`src/rtl/rbdt_pkg.sv`:
```
// Shared types, constants and an index helper for the rigid body derived transform.
// No dependencies; every other file in rtl/ refers to this package by scoped names.
`default_nettype none
package rbdt_pkg;

   // Fixed-point widths
   localparam int QW      = 16;              // quaternion component, Q2.14
   localparam int DW      = 32;              // Q16.16 data word
   localparam int PRODW   = 2 * QW;          // quaternion product, Q.28
   localparam int Q28W    = PRODW + 3;       // 1 - 2a - 2b, exact
   localparam int ROTW    = Q28W - 12;       // rotation entry, Q.16 after rounding
   localparam int TW      = 42;              // R*I entry, Q.16, unsaturated
   localparam int MULW    = TW + ROTW;       // shared multiplier product
   localparam int SUMW    = MULW + 2;        // sum of three products
   localparam int RNDW    = SUMW - 16;       // sum after dropping 16 fraction bits
   localparam int NUM_ROWS = 6;
   localparam int NUM_REGS = 6;

   localparam logic signed [Q28W-1:0] Q28_ONE = Q28W'(1) <<< 28;
   localparam logic signed [DW-1:0]   SAT_MAX = 32'sh7FFF_FFFF;
   localparam logic signed [DW-1:0]   SAT_MIN = 32'sh8000_0000;

   // Row codes
   localparam logic [2:0] ROW_FIRST  = 3'd0;
   localparam logic [2:0] ROW_TENSOR = 3'd3;
   localparam logic [2:0] ROW_LAST   = 3'd5;

   // Register indexes of the configuration port
   typedef enum logic [2:0] {
      CSR_XX = 3'd0,
      CSR_XY = 3'd1,
      CSR_XZ = 3'd2,
      CSR_YY = 3'd3,
      CSR_YZ = 3'd4,
      CSR_ZZ = 3'd5
   } csr_index_type;

   localparam logic signed [DW-1:0] INERTIA_ONE = 32'sd65536;

   typedef struct packed {
      logic signed [QW-1:0] quat_r;
      logic signed [QW-1:0] quat_i;
      logic signed [QW-1:0] quat_j;
      logic signed [QW-1:0] quat_k;
      logic signed [DW-1:0] pos_x;
      logic signed [DW-1:0] pos_y;
      logic signed [DW-1:0] pos_z;
   } req_type;

   typedef struct packed {
      logic [2:0]           row_index;
      logic signed [DW-1:0] col0;
      logic signed [DW-1:0] col1;
      logic signed [DW-1:0] col2;
      logic signed [DW-1:0] col3;
      logic                 last_row;
   } rsp_type;

   // One queued item: rounded rotation (row major) and position
   typedef struct packed {
      logic [8:0][ROTW-1:0] rot;
      logic [2:0][DW-1:0]   pos;
   } work_type;

   // Queue status seen by the front door and the back end
   typedef struct packed {
      logic empty;
      logic no_room;
   } qstat_type;

   // Register index of symmetric tensor entry (row, col)
   function automatic logic [2:0] sym_index(input int unsigned row, input int unsigned col);
      logic [2:0] idx;
      if (row == col) begin
         idx = (row == 0) ? CSR_XX : (row == 1) ? CSR_YY : CSR_ZZ;
      end else if (row + col == 1) begin
         idx = CSR_XY;
      end else if (row + col == 2) begin
         idx = CSR_XZ;
      end else begin
         idx = CSR_YZ;
      end
      return idx;
   endfunction

endpackage
`default_nettype wire

```
`src/rtl/rbdt_queue.sv`:
```
// Short queue between the front end and the back end.
// Depends on rbdt_pkg.
`default_nettype none
module rbdt_queue #(
   parameter int DEPTH = 4
) (
   input  wire logic               clock,
   input  wire logic               reset,
   input  wire logic               push,
   input  wire rbdt_pkg::work_type push_data,
   input  wire logic               reserve,
   input  wire logic               pop,
   output rbdt_pkg::work_type      head,
   output rbdt_pkg::qstat_type     stat
);

   localparam int PW = (DEPTH > 1) ? $clog2(DEPTH) : 1;
   localparam int CW = $clog2(DEPTH + 1);

   rbdt_pkg::work_type mem [DEPTH];
   logic [PW-1:0]      wr_ptr_ff;
   logic [PW-1:0]      rd_ptr_ff;
   logic [CW-1:0]      count_ff;
   logic [CW-1:0]      count_in;

   // Advance pointers and level
   always_comb begin
      count_in = count_ff;
      if (push && !pop) begin
         count_in = count_ff + CW'(1);
      end else if (pop && !push) begin
         count_in = count_ff - CW'(1);
      end
   end

   always_ff @(posedge clock) begin
      if (reset) begin
         wr_ptr_ff <= '0;
         rd_ptr_ff <= '0;
         count_ff  <= '0;
      end else begin
         count_ff <= count_in;
         if (push) begin
            wr_ptr_ff <= (wr_ptr_ff == PW'(DEPTH - 1)) ? '0 : wr_ptr_ff + PW'(1);
         end
         if (pop) begin
            rd_ptr_ff <= (rd_ptr_ff == PW'(DEPTH - 1)) ? '0 : rd_ptr_ff + PW'(1);
         end
      end
   end

   // Store the beat
   always_ff @(posedge clock) begin
      if (push) begin
         mem[wr_ptr_ff] <= push_data;
      end
   end

   assign head         = mem[rd_ptr_ff];
   assign stat.empty   = (count_ff == '0);
   assign stat.no_room = ((CW+1)'(count_ff) + (CW+1)'(reserve)) >= (CW+1)'(DEPTH);

`ifndef SYNTHESIS
   a_no_overflow: assert property (@(posedge clock) disable iff (reset)
      !(push && !pop && count_ff == CW'(DEPTH)))
      else $error("queue written while full");
   a_no_underflow: assert property (@(posedge clock) disable iff (reset)
      !(pop && count_ff == '0))
      else $error("queue read while empty");
   a_level_bound: assert property (@(posedge clock) disable iff (reset)
      count_ff <= CW'(DEPTH))
      else $error("queue level beyond depth");
`endif

endmodule
`default_nettype wire

```
`config.mk`:
```
export PLATFORM = sky130hd
export DESIGN_NAME = rbdt_queue
export DESIGN_NICKNAME = d
export VERILOG_FILES = /design/src/rtl/rbdt_pkg.sv /design/src/rtl/rbdt_queue.sv
export SDC_FILE = /design/constraint.sdc
export NUM_CORES = 1
export LEC_CHECK = 0
export BUFFER_PORTS_ARGS = -buffer_cell sky130_fd_sc_hd__buf_2
export CORE_MARGIN = 2
export CORE_UTILIZATION = 52
export DETAILED_ROUTE_END_ITERATION = 8
export GPL_TIMING_DRIVEN = 1
export PLACE_DENSITY = 0.7
export SKIP_LAST_GASP = 1
export SLEW_MARGIN = 20
export SYNTH_ARGS = -nofsm -noshare
export SYNTH_HDL_FRONTEND = slang
export SYNTH_SLANG_ARGS = --single-unit
```
`constraint.sdc`:
```
create_clock -name clock -period 12.1 [get_ports clock]
set_clock_uncertainty 0.1 [all_clocks]
set_input_delay 2.42 -clock clock [delete_from_list [all_inputs] [get_ports clock]]
set_output_delay 2.42 -clock clock [all_outputs]
set_load 0.03 [all_outputs]
```
==> metrics <==
Worst setup SP type=register; Sw Share=a little under a quarter; worst reg2reg path startpoint=wr_ptr_ff[0]$_SDFFE_PP0P_; first-pass GRT wire length=136000 um; GR Util All Layers=between 20 and 25%; status=completed; Tmin final=approximately 6.6 ns; Worst Reg2Reg Path Length in Cells=4; most common cell in the netlist=edfxtp_1; Worst R2R End=mem[3][275]$_DFFE_PP_; largest family of logic cells by synthesized area=multiplexers; slew margin rel.=15.0%; Mapped Nets=a little under 2000; min-delay src=count_ff[2]$_SDFFE_PP0P_; Synth Area in XOR/XNOR=less than 1%; Iter 0 DRT Violations=between 1500 and 2000; hold path endpoint=count_ff[2]$_SDFFE_PP0P_; clock share of power=a little under two fifths; Area contributors post-synth=edfxtp_1, mux4_1, mux4_2, buf_6, dfxtp_1; Critical Path End Type=primary output; die span in y=between 200 and 300 um; TNS Setup=0 ns; Synth area leader=edfxtp_1; Placed Cells=approximately 3300; Pre-Repair DR Iteration Count=5; CP required=between 9 and 10 ns; RSZ-0062 raised after global routing=no; Hold Violations, Final=0; Post-CTS Setup Bufs=0; Final Instance Area=about 53000 sq um; aggregate global routing overflow=0; standard-cell row count=~110; Synth Area in Simple Gates=0.157%; top post-synthesis cells by count=edfxtp_1, mux4_2, mux4_1; # H-tree levels=3; post-route antenna net violation count=0; die width=297 um; Slew Viols, Final=0; Yosys warnings=0; share of post-route cells with drive strength above 1=40.0%; HPWL Detailed=about 56000 um; Syn Inst Count=between 1500 and 2000; Synth top area share=81.4%; fmax=~150 MHz; Main synth FF type=edfxtp_1; clk_lat worst skew=0.70 ns; Seq/Total Area, Yosys=about four fifths; Detailed Route WL=92500 um; clock-pin transition on the worst setup and hold timing paths=around 0.06 ns; setup ws final=between 5 and 6 ns; Post-synth EDFFs=between 1000 and 1500; adder-cell share of the synthesized area=less than 1%; Post-CTS Resized=0; count of unique library cells instantiated by Yosys=21; via count=20300; Worst VDD drop=0.207 mV; nets=2625; Setup WS pre-CTS=just over 6 ns; Avg Inst Size Synth=27.5 sq um; TritonCTS clock tree=built; Die ar.=roughly 88000 sq um; IO Port Bufs=612; Area growth, synth to finish=17.8%; R2R Setup Slk=8.52 ns; post-synthesis compound-gate area fraction=less than 1%; Seq pwr share=a little over half; Hold Path Class=register to register; CP arrival=4.07 ns; Setup violations, final=0; Yosys reg bits=~1200; Avg Vias per Cell=approximately 5.7; Combinational Power Share=between 10% and 20%; Fill cells=about 5800; Worst-Margin Slew=between 1 and 1.5 ns; asr flop ratio synth=0%; CTS Sinks=approximately 1200; Root Buffer=clkbuf_16; Tcrit/Tclk final=between 50% and 60%; Final Non-Filler Cells=~3600; post-DR wirelength/cell=between 20 and 30 um; Hold Path Cell Cnt=2; Initial Util=52.5%; pwr dens=around 180 nW/um^2; mux contribution to synthesized area=between 10% and 20%; P_int=approximately 7 mW; Psw=roughly 2.2 mW; kind of critical path=register to primary output; total CTS buffers=about 120; Leak=between 15 and 20 nW; DR DRC count=0; vias in the first global route=roughly 21000; core footprint=between 80000 and 90000 sq um; I/O Pins=between 600 and 700; Post-Syn Area=roughly 45000 sq um; clock buffer depth=3; dpl cell area=roughly 49000 sq um; RD Place Congestion=0.782; pin count of the biggest net entering global routing=roughly 150; worst-path maximum fanout=73; antenna violations before repair=42; CTS Hold Buffers Added=0; Max Cap Viol=0
## kinds of logic after synthesis
logic type | after synthesis
xor+xnor | 2
fa+ha+maj | 7
buf+inv | 72
simple gates | 14
compound gates | 4
mux | 307
flops | 1221
## metrics by stage
| step | hold slack (ns) | util (%) | power (mW) |
|---|---|---|---|
| floorplan | 0.365 | - | 5.67 |
| global placement | 0.385 | 57.5 | 5.95 |
| detailed placement | 0.419 | 57.5 | 5.98 |
| CTS | 0.428 | 61.8 | 9.45 |
| global route | 0.487 | 61.9 | 9.66 |
| finish | 0.422 | 61.9 | 9.35 |
## sequential cells by signal (all words and copies together), names as in the netlist, named ones only
register   cells
mem         1212
count_ff       3
wr_ptr_ff      2
rd_ptr_ff      2
## cell type report
| type | count | area (sq um) | share of cell area, % |
|---|---|---|---|
| Clock inverter | 77 | 689 | 1.31 |
| Sequential cell | 1221 | 36600 | 69.4 |
| Antenna cell | 25 | 62.6 | 0.119 |
| Tap cell | 1144 | 1430 | 2.72 |
| Timing Repair Buffer | 632 | 3310 | 6.28 |
| Clock buffer | 137 | 3000 | 5.70 |
| Multi-Input combinational cell | 334 | 7610 | 14.4 |
| Inverter | 4 | 15.0 | 0.0285 |
## worst max-delay path by stage
stage	to	depth (start not counted)	slack [ns]	from
floorplan	mem[0][0]$_DFFE_PP_	1	2.04	push
global placement	head[228]	4	6.22	register
detailed placement	head[238]	4	6.21	register
CTS	head[238]	4	5.44	register
global route	head[273]	4	5.31	register
finish	head[238]	4	5.51	register
## power by group through the flow
stage	sequential (mW)	clock, mW	combinational (mW)
finish	4.90	3.47	0.973
global route	4.92	3.72	1.02
CTS	4.90	3.56	0.987
global placement	4.98	0	0.972
floorplan	5.02	0	0.648
detailed placement	4.99	0	0.983
## layout by cell type, fill, tap and decap left out, types with 2 or more instances in the layout
cell	n
edfxtp_1	1212
buf_2	612
mux4_2	161
mux4_1	142
clkbuf_16	117
clkinv_1	31
diode_2	25
clkinv_2	24
clkbuf_1	20
buf_4	12
bufinv_16	10
nor2_1	7
dfxtp_1	7
ha_1	6
clkinvlp_4	6
buf_12	6
inv_1	4
and2_4	4
mux2i_1	4
clkinv_8	3
a21oi_1	2
xor2_1	2
dfxtp_4	2
## layer usage
layer | share of wire [%] | GRT usage (%) | vias up
li1 | - | - | 8647
met1 | 38 | 26.0 | 10700
met2 | 50 | 33.7 | 723
met3 | 7.7 | 6.39 | 193
met4 | 3.6 | 9.32 | 38
met5 | 0.26 | 0 | -
## critical path: stages, from the launching register on
cell	delay, ns
dfxtp_4	0.81
buf_4	0.91
buf_4	0.83
mux4_1	0.45
buf_2	0.21
Note: power is estimated with default switching activity, not from simulation.
